## src/sv/esd_pkg.sv

```systemverilog
// shared types and constants for the escape sequence decoder
package esd_pkg;

  // result queue geometry
  localparam int QDepth = 4;
  localparam int QAw = $clog2(QDepth);

  // ascii codes used by the decoder
  localparam logic [7:0] ChBackslash = 8'h5C;
  localparam logic [7:0] Ch0 = 8'h30;
  localparam logic [7:0] Ch7 = 8'h37;
  localparam logic [7:0] Ch9 = 8'h39;
  localparam logic [7:0] ChLowA = 8'h61;
  localparam logic [7:0] ChLowF = 8'h66;
  localparam logic [7:0] ChUpA = 8'h41;
  localparam logic [7:0] ChUpF = 8'h46;
  localparam logic [7:0] ChLowB = 8'h62;
  localparam logic [7:0] ChLowN = 8'h6E;
  localparam logic [7:0] ChLowR = 8'h72;
  localparam logic [7:0] ChLowT = 8'h74;
  localparam logic [7:0] ChLowV = 8'h76;
  localparam logic [7:0] ChLowX = 8'h78;
  localparam logic [7:0] ChLowU = 8'h75;
  localparam logic [7:0] ChUpU = 8'h55;

  // control codes of the single-letter escapes
  localparam logic [31:0] CodeBell = 32'd7;
  localparam logic [31:0] CodeBackspace = 32'd8;
  localparam logic [31:0] CodeFormFeed = 32'd12;
  localparam logic [31:0] CodeNewline = 32'd10;
  localparam logic [31:0] CodeReturn = 32'd13;
  localparam logic [31:0] CodeTab = 32'd9;
  localparam logic [31:0] CodeVtab = 32'd11;

  // digit limits of the bounded runs
  localparam logic [3:0] LimitU4 = 4'd4;
  localparam logic [3:0] LimitU8 = 4'd8;
  localparam logic [3:0] LimitOct = 4'd3;

  // one result item
  typedef struct packed {
    logic [31:0] code;
    logic        run_last;
    logic        string_end;
    logic        dangling;
  } res_t;

  // all results caused by one input byte
  typedef struct packed {
    logic [1:0] n;
    res_t       r0;
    res_t       r1;
  } step_t;

endpackage

```

## src/sv/esd_if.sv

```systemverilog
// valid/ready channel interfaces for source bytes and decoded codes
interface esd_in_if;
  logic       valid;
  logic       ready;
  logic [7:0] ch;
  logic       last;

  modport source (output valid, output ch, output last, input ready);
  modport sink (input valid, input ch, input last, output ready);
endinterface

interface esd_out_if;
  logic        valid;
  logic        ready;
  logic [31:0] code;
  logic        run_last;
  logic        string_end;
  logic        dangling;

  modport source (output valid, output code, output run_last, output string_end,
                  output dangling, input ready);
  modport sink (input valid, input code, input run_last, input string_end,
                input dangling, output ready);
endinterface

```

## src/sv/esd_decode.sv

```systemverilog
// escape decoding state and per-byte result logic
module esd_decode
  import esd_pkg::*;
(
  input  logic       clk,
  input  logic       rst,
  input  logic       take,
  input  logic [7:0] ch,
  input  logic       last,
  output step_t      step
);

  typedef enum logic [2:0] {
    MODE_PLAIN = 3'd0,
    MODE_ESC   = 3'd1,
    MODE_HEXX  = 3'd2,
    MODE_HEXU4 = 3'd3,
    MODE_HEXU8 = 3'd4,
    MODE_OCT   = 3'd5
  } mode_t;

  mode_t       mode, mode_next;
  logic [31:0] accum, accum_next;
  logic [3:0]  digit_count, digit_count_next;

  // state registers, updated on each accepted byte
  always_ff @(posedge clk) begin
    if (rst) begin
      mode <= MODE_PLAIN;
      accum <= '0;
      digit_count <= '0;
    end else if (take) begin
      mode <= mode_next;
      accum <= accum_next;
      digit_count <= digit_count_next;
    end
  end

  // classify byte, step the run and collect up to two results
  always_comb begin
    logic        hex_ok, oct_ok, d_ok, is_run, consumed, hit;
    logic [3:0]  hex_val, cnt_inc;
    logic [31:0] acc_dig, code_v;
    logic [1:0]  nn;
    res_t        r0, r1;

    hex_ok = 1'b0;
    hex_val = '0;
    if (ch >= Ch0 && ch <= Ch9) begin
      hex_ok = 1'b1;
      hex_val = 4'(ch - Ch0);
    end else if (ch >= ChLowA && ch <= ChLowF) begin
      hex_ok = 1'b1;
      hex_val = 4'(ch - ChLowA + 8'd10);
    end else if (ch >= ChUpA && ch <= ChUpF) begin
      hex_ok = 1'b1;
      hex_val = 4'(ch - ChUpA + 8'd10);
    end
    oct_ok = (ch >= Ch0) && (ch <= Ch7);

    is_run = (mode == MODE_HEXX) || (mode == MODE_HEXU4) || (mode == MODE_HEXU8) ||
             (mode == MODE_OCT);
    d_ok = (mode == MODE_OCT) ? oct_ok : hex_ok;
    acc_dig = (mode == MODE_OCT) ? {accum[28:0], ch[2:0]} : {accum[27:0], hex_val};
    cnt_inc = (digit_count == 4'd15) ? digit_count : digit_count + 4'd1;
    hit = ((mode == MODE_HEXU4) && (cnt_inc >= LimitU4)) ||
          ((mode == MODE_HEXU8) && (cnt_inc >= LimitU8)) ||
          ((mode == MODE_OCT) && (cnt_inc >= LimitOct));

    mode_next = mode;
    accum_next = accum;
    digit_count_next = digit_count;
    consumed = 1'b0;
    code_v = '0;
    nn = 2'd0;
    r0 = '0;
    r1 = '0;

    if (is_run) begin
      if (d_ok) begin
        consumed = 1'b1;
        if (hit) begin
          r0.code = acc_dig;
          nn = 2'd1;
          mode_next = MODE_PLAIN;
          accum_next = '0;
          digit_count_next = '0;
        end else begin
          accum_next = acc_dig;
          digit_count_next = cnt_inc;
        end
      end else begin
        // run ends on a non-digit, byte is handled below
        r0.code = accum;
        nn = 2'd1;
        mode_next = MODE_PLAIN;
        accum_next = '0;
        digit_count_next = '0;
      end
    end else if (mode == MODE_ESC) begin
      consumed = 1'b1;
      mode_next = MODE_PLAIN;
      code_v = {24'd0, ch};
      unique case (ch)
        ChLowA:  code_v = CodeBell;
        ChLowB:  code_v = CodeBackspace;
        ChLowF:  code_v = CodeFormFeed;
        ChLowN:  code_v = CodeNewline;
        ChLowR:  code_v = CodeReturn;
        ChLowT:  code_v = CodeTab;
        ChLowV:  code_v = CodeVtab;
        ChLowX:  mode_next = MODE_HEXX;
        ChLowU:  mode_next = MODE_HEXU4;
        ChUpU:   mode_next = MODE_HEXU8;
        default: begin
          if (oct_ok) begin
            mode_next = MODE_OCT;
            accum_next = {29'd0, ch[2:0]};
            digit_count_next = 4'd1;
          end
        end
      endcase
      if (mode_next == MODE_PLAIN) begin
        r0.code = code_v;
        nn = 2'd1;
      end
    end else begin
      // plain text, unused codes fall in here too
      mode_next = MODE_PLAIN;
    end

    // byte not taken by an escape: backslash or literal
    if (!consumed) begin
      if (ch == ChBackslash) begin
        mode_next = MODE_ESC;
      end else if (nn == 2'd0) begin
        r0.code = {24'd0, ch};
        nn = 2'd1;
      end else begin
        r1.code = {24'd0, ch};
        nn = 2'd2;
      end
    end

    // end of string flushes an open run or flags a dangling backslash
    if (last) begin
      if ((mode_next == MODE_HEXX) || (mode_next == MODE_HEXU4) ||
          (mode_next == MODE_HEXU8) || (mode_next == MODE_OCT) ||
          (mode_next == MODE_ESC)) begin
        if (nn == 2'd0) begin
          r0.code = (mode_next == MODE_ESC) ? 32'd0 : accum_next;
          r0.dangling = (mode_next == MODE_ESC);
          nn = 2'd1;
        end else begin
          r1.code = (mode_next == MODE_ESC) ? 32'd0 : accum_next;
          r1.dangling = (mode_next == MODE_ESC);
          nn = 2'd2;
        end
      end
      mode_next = MODE_PLAIN;
      accum_next = '0;
      digit_count_next = '0;
    end

    // mark the final result of this byte
    if (nn == 2'd1) begin
      r0.run_last = 1'b1;
      r0.string_end = last;
    end else if (nn == 2'd2) begin
      r1.run_last = 1'b1;
      r1.string_end = last;
    end

    step.n = nn;
    step.r0 = r0;
    step.r1 = r1;
  end

  // a byte can never yield more than two results
  a_n_bound: assert property (@(posedge clk) disable iff (rst) take |-> step.n != 2'd3)
    else $error("more than two results for one byte");
  // the end of a string always yields a result
  a_last_emits: assert property (@(posedge clk) disable iff (rst)
    (take && last) |-> step.n != 2'd0)
    else $error("string end without a result");
  // string end returns to plain text
  a_last_clears: assert property (@(posedge clk) disable iff (rst)
    (take && last) |=> (mode == MODE_PLAIN && accum == 32'd0 && digit_count == 4'd0))
    else $error("state not cleared at string end");

endmodule

```

## src/sv/escape_sequence_decoder_core.sv

```systemverilog
// escape sequence decoder top level: decode step feeding a small result queue
// a byte's results are registered in the result queue, offered from its head
// throughput: one byte per cycle while ready; a byte's two results leave in turn
// input ready while the result queue has room for two results
// reset (rst, synchronous): plain text mode, run cleared, result queue empty
// no clearing pass after reset
module escape_sequence_decoder_core
  import esd_pkg::*;
(
  input logic       clk,
  input logic       rst,
  esd_in_if.sink    bytes,
  esd_out_if.source codes
);

  step_t            step;
  res_t             q [QDepth];
  logic [QAw-1:0]   head, tail;
  logic [QAw:0]     count;
  logic             take, pop;
  logic [QAw:0]     push_n;

  assign bytes.ready = (count <= (QAw + 1)'(QDepth - 2));
  assign take = bytes.valid && bytes.ready;
  assign pop = codes.valid && codes.ready;
  assign push_n = take ? (QAw + 1)'(step.n) : '0;

  esd_decode u_decode (
    .clk  (clk),
    .rst  (rst),
    .take (take),
    .ch   (bytes.ch),
    .last (bytes.last),
    .step (step)
  );

  // result queue storage
  always_ff @(posedge clk) begin
    if (take && step.n != 2'd0) begin
      q[tail] <= step.r0;
    end
    if (take && step.n == 2'd2) begin
      q[tail + QAw'(1)] <= step.r1;
    end
  end

  // queue pointers and fill count
  always_ff @(posedge clk) begin
    if (rst) begin
      head <= '0;
      tail <= '0;
      count <= '0;
    end else begin
      tail <= tail + QAw'(push_n);
      if (pop) begin
        head <= head + QAw'(1);
      end
      count <= count + push_n - (QAw + 1)'(pop);
    end
  end

  // output transfer from the queue head
  assign codes.valid = (count != '0);
  assign codes.code = q[head].code;
  assign codes.run_last = q[head].run_last;
  assign codes.string_end = q[head].string_end;
  assign codes.dangling = q[head].dangling;

  // queue never overfills
  a_no_overflow: assert property (@(posedge clk) disable iff (rst)
    count <= (QAw + 1)'(QDepth))
    else $error("result queue overflow");
  // fill count tracks pushes and pops
  a_count_track: assert property (@(posedge clk) disable iff (rst)
    !$past(rst) |-> count == $past(count) + $past(push_n) - (QAw + 1)'($past(pop)))
    else $error("result queue count mismatch");
  // every accepted string end yields an output within the queue
  a_end_pushed: assert property (@(posedge clk) disable iff (rst)
    (take && bytes.last) |=> count != '0)
    else $error("string end left no queued result");

endmodule

```

## src/flat_wrapper.sv

```systemverilog
// flat-port wrapper written by rule: the top's interface ports become plain ports
module escape_sequence_decoder_core_flat import esd_pkg::*;
  (clk, rst, bytes_valid, bytes_ch, bytes_last, bytes_ready, codes_valid, codes_code, codes_run_last, codes_string_end, codes_dangling, codes_ready);
  esd_in_if bytes_i ();
  esd_out_if codes_i ();
  input logic clk;
  input logic rst;
  input wire logic [$bits(bytes_i.valid)-1:0] bytes_valid;
  input wire logic [$bits(bytes_i.ch)-1:0] bytes_ch;
  input wire logic [$bits(bytes_i.last)-1:0] bytes_last;
  output wire logic [$bits(bytes_i.ready)-1:0] bytes_ready;
  output wire logic [$bits(codes_i.valid)-1:0] codes_valid;
  output wire logic [$bits(codes_i.code)-1:0] codes_code;
  output wire logic [$bits(codes_i.run_last)-1:0] codes_run_last;
  output wire logic [$bits(codes_i.string_end)-1:0] codes_string_end;
  output wire logic [$bits(codes_i.dangling)-1:0] codes_dangling;
  input wire logic [$bits(codes_i.ready)-1:0] codes_ready;
  assign bytes_i.valid = bytes_valid;
  assign bytes_i.ch = bytes_ch;
  assign bytes_i.last = bytes_last;
  assign bytes_ready = bytes_i.ready;
  assign codes_valid = codes_i.valid;
  assign codes_code = codes_i.code;
  assign codes_run_last = codes_i.run_last;
  assign codes_string_end = codes_i.string_end;
  assign codes_dangling = codes_i.dangling;
  assign codes_i.ready = codes_ready;
  escape_sequence_decoder_core u_core (.clk(clk), .rst(rst), .bytes(bytes_i), .codes(codes_i));
endmodule
```

## config.mk

```make
export PLATFORM = sky130hd
export DESIGN_NAME = escape_sequence_decoder_core_flat
export DESIGN_NICKNAME = d
export VERILOG_FILES = /design/src/sv/esd_pkg.sv /design/src/sv/esd_if.sv /design/src/sv/esd_decode.sv /design/src/sv/escape_sequence_decoder_core.sv /design/src/flat_wrapper.sv
export SDC_FILE = /design/constraint.sdc
export NUM_CORES = 1
export LEC_CHECK = 0
export BUFFER_PORTS_ARGS = -buffer_cell sky130_fd_sc_hd__buf_2
export CAP_MARGIN = 40
export CORE_MARGIN = 3
export CORE_UTILIZATION = 50
export CTS_BUF_LIST = sky130_fd_sc_hd__clkbuf_16
export DETAILED_ROUTE_END_ITERATION = 8
export HOLD_SLACK_MARGIN = 0.08
export PLACE_DENSITY = 0.7
export RECOVER_POWER = 25
export SLEW_MARGIN = 20
export SYNTH_ARGS = -nofsm -noshare
export SYNTH_HDL_FRONTEND = slang
export SYNTH_SLANG_ARGS = --single-unit
```

## constraint.sdc

```tcl
create_clock -name clk -period 9.5 [get_ports clk]
set_input_delay 1.9 -clock clk [delete_from_list [all_inputs] [get_ports clk]]
set_output_delay 1.9 -clock clk [all_outputs]
set_load 0.05 [all_outputs]
```

**Word level (Yosys, flattened, before mapping)**

Memories as Yosys holds them, arrays and structs flattened. A register that Yosys moved wholly into a read port is not among the register bits.
Cells that the tools add are included.

- Register bits: 46
- Latch bits: 0
- Memory bits (writable): 140
- ROM bits: 0
- Output and inout port bits: 37
- Memories: 1

Memory list:

| name | depth | width | read ports | clocked after Yosys merged registers in | wr ports | RTL line | RTL |
|---|---|---|---|---|---|---|---|
| u_core.q | 4 | 35 | 1 | 1 | 2 | escape_sequence_decoder_core.sv:17 | `res_t q [QDepth];` |

- Add/subtract/negate cells: 11
- $mul: 0
- Divide/modulo/power cells: 0
- $lt $le $gt $ge: 11
- Equal/unequal tests: 25
- Shift operators: 0
- Muxes and demuxes: 83
- Bitwise operators: 0
- Reduce and logical (&&, ||, !) cells: 30

Operator list:

| cell | number |
|---|---|
| $mux 32 | 23 |
| $eq 8x7->1 const B | 11 |
| $pmux 8 s7 | 1 |
| $mux 4 | 11 |
| $mux 3 | 10 |
| $mux 2 | 14 |
| $mux 8 | 3 |
| $mux 1 | 20 |
| $ge 8x7->1 const B | 2 |
| $le 8x6->1 const B | 2 |
| $le 8x7->1 const B | 2 |
| $eq 3x2->1 const B | 4 |
| $eq 3x3->1 const B | 4 |
| $pmux 3 s4 | 1 |
| $sub 4x1->4 const B | 3 |
| $logic_and 1x1->1 | 11 |
| $reduce_or 10->1 | 1 |
| $logic_or 1x1->1 | 9 |
| $reduce_bool 3->1 | 3 |
| $add 4x4->4 const B | 2 |
| $ge 8x6->1 const B | 1 |
| $reduce_or 7->1 | 1 |
| $eq 3x1->1 const B | 2 |
| $add 2x1->2 const B | 2 |
| 16 further kinds | 17 |

**Longest topological paths before layout**

Gate-level depths: netlist of the first run.

- Word-level depth: 22
- Gate-level depth with buffers: 22

**Hierarchy**

A second synthesis of the first run with hierarchy kept.

- Cells, all modules: 1002
- Area, all modules: 11463.5 um^2

By module, submodules not included:

| module | instances | cells each | area each (um^2) |
|---|---|---|---|
| escape_sequence_decoder_core | 1 | 398 | 7472.2 |
| esd_decode | 1 | 604 | 3991.3 |

**Worst setup path after synthesis of the first run**

Ideal clock, no wire load.

- Path kind: input port to flip-flop
- Start: input port bytes_ch[0]
- End: memory u_core.q[1][0] in the netlist's numbering, enable pin
- Setup time: 537 ps
- Arrival time: 8923 ps
- Data required time: 8963 ps
- Slack: 39 ps
- Stages on the path: 18
- Buffers on the path: 2
- Cells stage by stage: clkbuf_1 -> inv_1 -> ha_1 -> or4b_1 -> nand2_1 -> o21a_4 -> a21boi_2 -> clkbuf_1 -> nand2_1 -> nand2_1 -> nand2_1 -> ha_1 -> nor4_1 -> a21oi_1 -> nand2b_1 -> a21oi_1 -> o21a_1 -> a2111oi_1

RTL lines:

| item | RTL line | RTL |
|---|---|---|
| start: declaration | flat_wrapper.sv:9 | `input wire logic [$bits(bytes_i.ch)-1:0] bytes_ch;` |
| end: declaration | escape_sequence_decoder_core.sv:17 |  |

==> flow_summary.toml, run 1 <==
[synthesis]
synthTopCellsByCount = "nor2_1 (214), edfxtp_1 (140), a21oi_1 (78)"
ys_ff_latch = 188
synth-edff-count = 140
yosysWarnings = 0
yosysSeqAreaShare_pct = 47.78
synth_area_sq_um = 10810
synth_most_common_cell = "nor2_1"
yosysTopAreaCell = "edfxtp_1"
syn-num-nets = 1097
async_flop_share_pct = 0
yosys_most_used_dff = "edfxtp_1"
avgSynthCellArea_sq_um = 10.07
synth_cells = 1073
ys_types = 76
synthTopCellsByArea = "edfxtp_1 (39%), dfxtp_1 (8.9%), nor2_1 (7.4%)"
synth_top_area_share_pct = 38.89

[place]
gp_congestion = 0.8553
hpwl_mm = 16.84
io_buffers = 49

[timing]
finalHoldViolCount = 0
finalCritPeriodShare_pct = 73.66
setup_viol = 0
rsz0062_at_grt = "no"
fin_worst_skew_ns = 0.01017
fin_crit_ns = 6.998
slew_headroom_pct = -114.5
worstMarginPinSlew_ns = 3.218
hold_ws_ns = 0.5318
maxSlewViolCount = 36
finalSetupTns_ns = 0
fmax_ghz = 0.1429

[setup_path]
critPathArrivalTime_ns = 7.09
worst-path-max-fanout = 41
required_ns = 9.60
cp-start-kind = "input pin"
crit_type = "in2reg"
end_kind = "register"

[final_layout]
nNetsFinal = 1101
finish.utilization_pct = 56.54
syn2layout_area_growth_pct = 10.66
drive_above_1_share_pct = 14.59
antenna_cells = 0

[clock_tree]
clock_latency_ns = 0.43
cts_resized = 0
cts_tree = "built"
cts_root_buffer = "clkbuf_16"
h-tree-depth = 4
clkTransAtPathRegs_ns = 0.08
hold_buffers = 0
cts_sinks = 188
cts_buffer_depth = 2
cts_buffers = 17
cts_setup_buffers = 0

[power_and_ir_drop]
p_total_mw = 2.407
peakVddDrop_v = 0.0002559
p_leak_nw = 4.052
powerDensity_nw_per_um2 = 201.3

[worst_hold_path]
hold_path_class = "reg2reg"

[global_routing]
grt_max_degree = 64
grt_overflow = 0
grt_pass1_wl_mm = 43.88
grt_usage_pct = 23.09
grt_pass1_vias = 8231
antenna_found_initial = 0

[drt]
routed_via_density = 6.212
routedWlPerCell_um = 19.99
first_iter_violations = 971
drc = 0
drtPass1Iterations = 6
vias = 8479
drt.antenna.violating_nets = 0
routed_wl_mm = 27.29

[run_status]
status = "finished with violations"
violations = "max-capacitance violations, max-slew violations"

[floorplan]
core_sq_um = 21150
initial_utilization_pct = 51.10
rows = 53
die_area_sq_um = 23420
die_w_um = 153.0
io_pins = 50
die_y_um = 153.0

[flow_run]
drv_cap = 1
-- worst max-delay path: stages --
cell and delay (ns):
clkbuf_1 0.43, inv_1 0.19, ha_1 0.31, or4b_1 0.20
nand4_1 0.10, o21a_1 0.24, a21boi_0 0.22, buf_4 0.47
nand2_1 0.21, nand2_1 0.11, nand2_1 0.06, ha_1 0.34
nor4_1 0.39, a21oi_1 0.23, a2bb2oi_1 0.32, or4_1 0.64
o21ai_4 0.25, buf_4 0.45
-- sequential cells by signal, indices dropped and copies added, names as in the netlist, named ones only --
name / cells
u_core.tail: 2
u_core.head: 2
u_core.u_decode.mode: 3
u_core.count: 3
u_core.u_decode.digit_count: 4
u_core.u_decode.accum: 32
u_core.q: 140
-- placed cells by master, fill, tap and decap left out, types with 7 or more instances in the layout --
cell type,n
mux4_2,35
mux2i_2,30
dfxtp_1,46
mux2i_1,33
o21ai_0,27
buf_2,11
ha_1,10
a21oi_1,77
clkbuf_1,39
edfxtp_1,140
inv_1,41
o21ai_1,26
nand3_1,47
nor2_1,213
or3_1,27
nor2b_1,7
nor3_1,8
buf_4,17
clkbuf_16,17
nand2_1,69
a32oi_1,31
-- layer usage --
layer	routed length [um]	up-vias	part of all wire [%]	global-route usage [%]
li1	-	3930	-	-
met1	11740	4097	43	32.62
met2	12650	421	46	36.87
met3	2517	31	9.2	4.615
met4	389	0	1.4	5.982
met5	0	-	0	0
-- where the power goes --
| group | internal, mW | leakage (nW) | switching [mW] |
|---|---|---|---|
| logic | 0.195 | 2.14 | 0.499 |
| registers | 0.962 | 1.62 | 0.0310 |
| clock network | 0.360 | 0.294 | 0.361 |
-- cells by family after synthesis --
kind of cell	synth area share (%)
AO/OA/AOI/OAI	13.32
XOR/XNOR	0.4862
adder cells (fa/ha/maj)	1.343
buffers and inverters	5.070
flip-flops	47.78
multiplexers	14.38
AND/OR/NAND/NOR	17.62
-- per-stage QoR --
stage                     setup slack [ns]  instances  area (sq um)
after floorplan                    0.03945       1073         10810
after global placement               2.536       1325         11250
after detailed placement             2.538       1332         11410
after CTS                            2.971       1364         12020
after global routing                 2.117       1365         11960
final                                2.502       1365         11960
-- path summary, 6_finish.rpt --
path / depth (start not counted) / slack (ns) / startpoint / endpoint
min: 2 / 0.53 / u_core.u_decode.accum[31]$_SDFFE_PP0P_ / u_core.u_decode.accum[31]$_SDFFE_PP0P_
max: 18 / 2.50 / bytes_ch[0] / u_core.q[2][30]$_DFFE_PP_
max reg2reg: 16 / 4.01 / u_core.u_decode.digit_count[0]$_SDFFE_PP0P_ / u_core.q[2][30]$_DFFE_PP_
min reg2reg: 2 / 0.53 / u_core.u_decode.accum[31]$_SDFFE_PP0P_ / u_core.u_decode.accum[31]$_SDFFE_PP0P_
-- area by class of cell --
cell class,instances,area (sq um)
repair buffers,75,494.2
flip-flops and latches,188,5167
multi-input cells,754,5189
fillers,1806,9193
inverters,41,153.9
clock inverters,15,187.7
well taps,275,344.1
clock buffers,17,425.4
No activity file was read; power rests on OpenSTA's default activity.
==> run 2, diff against run 1 <==
clock period = 6.2 ns   (was 9.5 ns; I/O delays follow)
==> flow_summary.toml, run 2 (synthesized netlist as in run 1, its figures left out) <==
[clock_tree]
cts_setup_buffers = 0
hold_buffers = 0
h-tree-depth = 4
cts_tree = "built"
cts_root_buffer = "clkbuf_16"
cts_buffers = 17
cts_buffer_depth = 2
cts_sinks = 188
clkTransAtPathRegs_ns = 0.07
cts_resized = 0
clock_latency_ns = 0.43

[timing]
fmax_ghz = 0.1793
slew_headroom_pct = -107.7
fin_worst_skew_ns = 0.01219
finalHoldViolCount = 0
finalCritPeriodShare_pct = 89.96
fin_crit_ns = 5.578
worstMarginPinSlew_ns = 3.115
setup_viol = 0
rsz0062_at_grt = "no"
maxSlewViolCount = 36

[floorplan]
rows = 53
die_area_sq_um = 23420
core_sq_um = 21150
die_w_um = 153.0
io_pins = 50
initial_utilization_pct = 51.10
die_y_um = 153.0

[setup_path]
crit_type = "in2reg"
critPathArrivalTime_ns = 5.69
cp-start-kind = "input pin"
end_kind = "register"
worst-path-max-fanout = 35
required_ns = 6.32

[final_layout]
drive_above_1_share_pct = 14.76
fin_cells = 1366
largest_reg_flops = 140
top_register = "u_core.q"
syn2layout_area_growth_pct = 10.67
final_cell_mix = "nor2_1 (213), edfxtp_1 (140), a21oi_1 (77)"
design_area_sq_um = 11960
reg_top3 = "u_core.q: 140 flops, u_core.u_decode.accum: 32 flops, u_core.u_decode.digit_count: 4 flops"
antenna_cells = 0
final_common_cell = "nor2_1"
nNetsFinal = 1102

[drt]
drtPass1Iterations = 7
first_iter_violations = 1020
vias = 8500
routedWlPerCell_um = 20.22
drc = 0
routed_wl_mm = 27.62
routed_via_density = 6.223
drt.antenna.violating_nets = 0

[place]
place_inst = 1334
place_area_sq_um = 11410
gp_congestion = 0.8894
hpwl_mm = 17.10
io_buffers = 49

[power_and_ir_drop]
powerDensity_nw_per_um2 = 311.2
p_sw_mw = 1.360
peakVddDrop_v = 0.0002146
p_seq_share_pct = 40.7
switching_share_pct = 36.52
internal-power_mw = 2.363
clockPowerShare_pct = 30.6
p_leak_nw = 4.054
pwr-share-comb_pct = 28.7

[global_routing]
grt_pass1_vias = 8293
grt_pass1_wl_mm = 44.83
grt_overflow = 0
grt_max_degree = 49
grt_usage_pct = 23.74
antenna_found_initial = 0

[worst_hold_path]
hold_path_class = "reg2reg"

[run_status]
status = "finished with violations"
violations = "max-capacitance violations, max-slew violations"

[flow_run]
drv_cap = 1
==> run 2: cell type report <==
class                   count  area, sq um
clock buffers              17        425.4
clock inverters            15        209.0
fillers                  1776         9191
inverters                  41        153.9
multi-input cells         754         5204
flip-flops and latches    188         5166
well taps                 275        344.1
repair buffers             76        460.4
==> run 2: stage by stage <==
| step | util (%) | hold slack [ns] | worst slack, ns | power, mW | setup TNS, ns |
|---|---|---|---|---|---|
| 3_5_place_dp | 53.94 | 0.5005 | 0.4640 | 2.641 | 0 |
| 6_report | 56.55 | 0.5197 | 0.6222 | 3.723 | 0 |
| 2_1_floorplan | - | 0.4771 | -0.3459 | 2.387 | -23.73 |
| 5_1_grt | 56.55 | 0.5606 | 0.2758 | 3.858 | 0 |
| 3_3_place_gp | 53.55 | 0.4898 | 0.5864 | 2.625 | 0 |
| 4_1_cts | 56.94 | 0.5183 | 0.8675 | 3.770 | 0 |
==> run 2: path summary, 6_finish.rpt <==
path | from | endpoint | slack (ns) | cells after the start
worst min-delay path | u_core.u_decode.accum[30]$_SDFFE_PP0P_ | u_core.u_decode.accum[30]$_SDFFE_PP0P_ | 0.52 | 2
worst max register to register | u_core.u_decode.digit_count[0]$_SDFFE_PP0P_ | u_core.q[0][13]$_DFFE_PP_ | 1.22 | 16
worst max-delay path | bytes_ch[1] | u_core.q[0][13]$_DFFE_PP_ | 0.62 | 18
worst min register to register | u_core.u_decode.accum[30]$_SDFFE_PP0P_ | u_core.u_decode.accum[30]$_SDFFE_PP0P_ | 0.52 | 2
==> run 2: metal layers <==
metal	routed length (um)	vias to the layer above	global-route usage (%)
met5	0	-	0
met4	312	0	5.770
met3	1890	25	3.766
met2	12930	363	37.77
met1	12490	4161	34.49
li1	-	3951	-
==> run 2: critical path, stage by stage <==
cell and delay, ns:
buf_2 0.20, inv_1 0.11, ha_1 0.25, or4b_1 0.50
nand4_1 0.12, o21a_4 0.19, a21boi_0 0.12, nand2_1 0.15
nand2_1 0.07, nand2_1 0.11, ha_1 0.27, nor4_1 0.43
a211oi_1 0.17, a2bb2oi_1 0.91, nor2_1 0.12, nand3_1 0.28
o31ai_4 0.11, buf_4 0.33
==> run 2: power by group through the flow <==
stage	logic (mW)	clock network [mW]	registers (mW)
finish	1.07	1.14	1.51
global route	1.13	1.20	1.52
CTS	1.10	1.15	1.52
detailed placement	1.10	0	1.54
global placement	1.09	0	1.54
floorplan	0.860	0	1.53
==> run 3, diff against run 2 <==
PLACE_DENSITY = 0.69   (was 0.7)
SYNTH_HIERARCHICAL = 1   (was not set)
clock period = 4.8 ns   (was 6.2 ns; I/O delays follow)
==> flow_summary.toml, run 3 <==
[worst_hold_path]
hold_path_class = "reg2reg"

[clock_tree]
cts_setup_buffers = 0
cts_buffers = 17
cts_sinks = 188
clock_latency_ns = 0.44
clkTransAtPathRegs_ns = 0.07
cts_resized = 0
h-tree-depth = 4
cts_tree = "built"
cts_buffer_depth = 2
cts_root_buffer = "clkbuf_16"
hold_buffers = 0

[drt]
drt.antenna.violating_nets = 0
routedWlPerCell_um = 19.36
drc = 0
routed_via_density = 5.926
drtPass1Iterations = 7
routed_wl_mm = 26.50
vias = 8113
first_iter_violations = 748

[setup_path]
crit_top_cell = "ha_1"
slowest_delay_ns = 0.63
cp-start-kind = "input pin"
worst-path-buf-inv = 4
required_ns = 4.74
cp_top_family = "compound AO/OA/AOI/OAI gates"
path_cells = "buf_2 > clkinvlp_4 > ha_1 > nor3b_2 > a2111oi_4 > nor4_4 > nor2_4 > nand3_4 > a21boi_1 > ha_1 > or3_1 > nand3_1 > o211ai_4 > inv_2 > nor2_2 > a31o_4 > o221a_2 > clkbuf_2"
end_kind = "register"
worst-path-max-fanout = 35
critPathArrivalTime_ns = 4.51
crit_type = "in2reg"
cp_slowest_cell = "clkbuf_2"

[timing]
layout_setup_ws_ns = 0.2308
maxSlewViolCount = 34
fin_worst_skew_ns = 0.01569
worstMarginPinSlew_ns = 1.611
setup_viol = 0
rsz0062_at_grt = "no"
fin_crit_ns = 4.569
fmax_ghz = 0.2189
finalHoldViolCount = 0
finalCritPeriodShare_pct = 95.19
slew_headroom_pct = -7.403

[synthesis]
avgSynthCellArea_sq_um = 11.44
yosysSeqAreaShare_pct = 45.06
ys_types = 75
synthTopCellsByArea = "edfxtp_1 (37%), mux2_2 (10%), dfxtp_1 (8.4%)"
yosys_most_used_dff = "edfxtp_1"
ys_ff_latch = 188
synthTopCellsByCount = "nor2_1 (146), edfxtp_1 (140), a21oi_1 (109)"
yosysWarnings = 6
synth_area_sq_um = 11460
synth_most_common_cell = "nor2_1"
async_flop_share_pct = 0
yosysTopAreaCell = "edfxtp_1"
synth_top_area_share_pct = 36.67
synth-edff-count = 140
synth_cells = 1002

[global_routing]
grt_usage_pct = 21.89
antenna_found_initial = 0
grt_max_degree = 41
grt_pass1_vias = 7839
grt_overflow = 0
grt_pass1_wl_mm = 42.59

[floorplan]
core_sq_um = 22160
die_w_um = 157.4
die_y_um = 157.4
die_area_sq_um = 24780
rows = 54
io_pins = 50
initial_utilization_pct = 51.73

[flow_run]
drv_cap = 1

[power_and_ir_drop]
p_leak_nw = 4.634
p_total_mw = 4.840
powerDensity_nw_per_um2 = 374.3
peakVddDrop_v = 0.0001842

[place]
detailedPlace.worstSlack_ns = -0.09047
gp_congestion = 0.9279
place_area_sq_um = 12430
hpwl_mm = 17.96
io_buffers = 49

[run_status]
status = "finished with violations"
violations = "max-capacitance violations, max-slew violations"

[final_layout]
design_area_sq_um = 12930
top_register = "u_core/q"
nNetsFinal = 1101
syn2layout_area_growth_pct = 12.79
antenna_cells = 0
largest_reg_flops = 140
final_cell_mix = "nor2_1 (143), edfxtp_1 (140), a21oi_1 (109)"
nFillCells = 1835
final_common_cell = "nor2_1"
drive_above_1_share_pct = 31.31
reg_top3 = "u_core/q: 140 flops, u_core/u_decode/accum: 32 flops, u_core/u_decode/digit_count: 4 flops"
[run 3: changes by cell type in the layout (fill, tap and decap cells not counted), moves of 32 or more]
| cell | previous run | this run |
|---|---|---|
| nor2_1 | 213 | 143 |
| buf_4 | 21 | 61 |
| nand2_1 | 69 | 26 |
| nand3_1 | 47 | 5 |
| mux2_2 | 2 | 103 |
| mux2_4 | 0 | 37 |
| a21oi_1 | 77 | 109 |
[run 3: final timing paths]
check                                              startpoint                                     endpoint  slack, ns  cells past startpoint
hold / removal    u_core/u_decode/digit_count[1]$_SDFFE_PP0P_  u_core/u_decode/digit_count[1]$_SDFFE_PP0P_       0.51                      2
setup reg to reg  u_core/u_decode/digit_count[0]$_SDFFE_PP0P_                    u_core/q[0][34]$_DFFE_PP_       0.42                     16
setup / recovery                                  bytes_ch[1]                    u_core/q[0][34]$_DFFE_PP_       0.23                     18
hold reg to reg   u_core/u_decode/digit_count[1]$_SDFFE_PP0P_  u_core/u_decode/digit_count[1]$_SDFFE_PP0P_       0.51                      2
[run 3: kinds of logic (layout without fill, tap and decap cells)]
kind of cell	count (synthesis)	in the layout	synth area share (%)
and+or+nand+nor	256	256	11.17
AOI/OAI and AO/OA	212	212	11.44
muxes	205	205	24.26
DFF	188	188	45.06
buffers and inverters	116	180	5.752
adders and majority gates	12	12	1.375
xor gates and xnor gates	12	12	0.9168
other	1	24	0.03271
[run 3: per-layer routing]
| metal | share of wire (%) | vias to the layer above | global-route usage (%) |
|---|---|---|---|
| met5 | 0 | - | 0 |
| met3 | 5.9 | 24 | 3.217 |
| li1 | - | 3888 | - |
| met1 | 46 | 3951 | 31.81 |
| met2 | 47 | 250 | 35.36 |
| met4 | 0.92 | 0 | 4.215 |
[run 3: worst min-delay path, stage by stage, from the launching register on]
cell and delay (ns):
dfxtp_1 0.33, nand2b_1 0.07, o21ai_0 0.06
[run 3: through the flow]
stage	hold WS [ns]	cells	util, %	setup TNS (ns)
after floorplan	0.4671	1025	-	-74.42
after global placement	0.4879	1334	55.78	-0.003129
after detailed placement	0.4981	1337	56.09	-2.368
after CTS	0.5099	1369	58.82	0
after global routing	0.5624	1369	58.34	0
final	0.5125	1369	58.34	0
[run 3: power by group]
part           internal [mW]  switching (mW)  total (mW)
clock                  0.786           0.650        1.44
combinational          0.428           0.983        1.41
sequential              1.91          0.0821        1.99
total                   3.12            1.72        4.84
[run 3: final cells by class]
cell class / count / area (sq um) / share of cell area (%)
Multi-Input combinational cell: 721 / 5847 / 45.22
Tap cell: 280 / 350.3 / 2.710
Timing Repair Buffer: 125 / 870.8 / 6.735
Clock inverter: 15 / 180.2 / 1.393
Sequential cell: 188 / 5166 / 39.96
Clock buffer: 17 / 425.4 / 3.290
Inverter: 23 / 90.09 / 0.6967
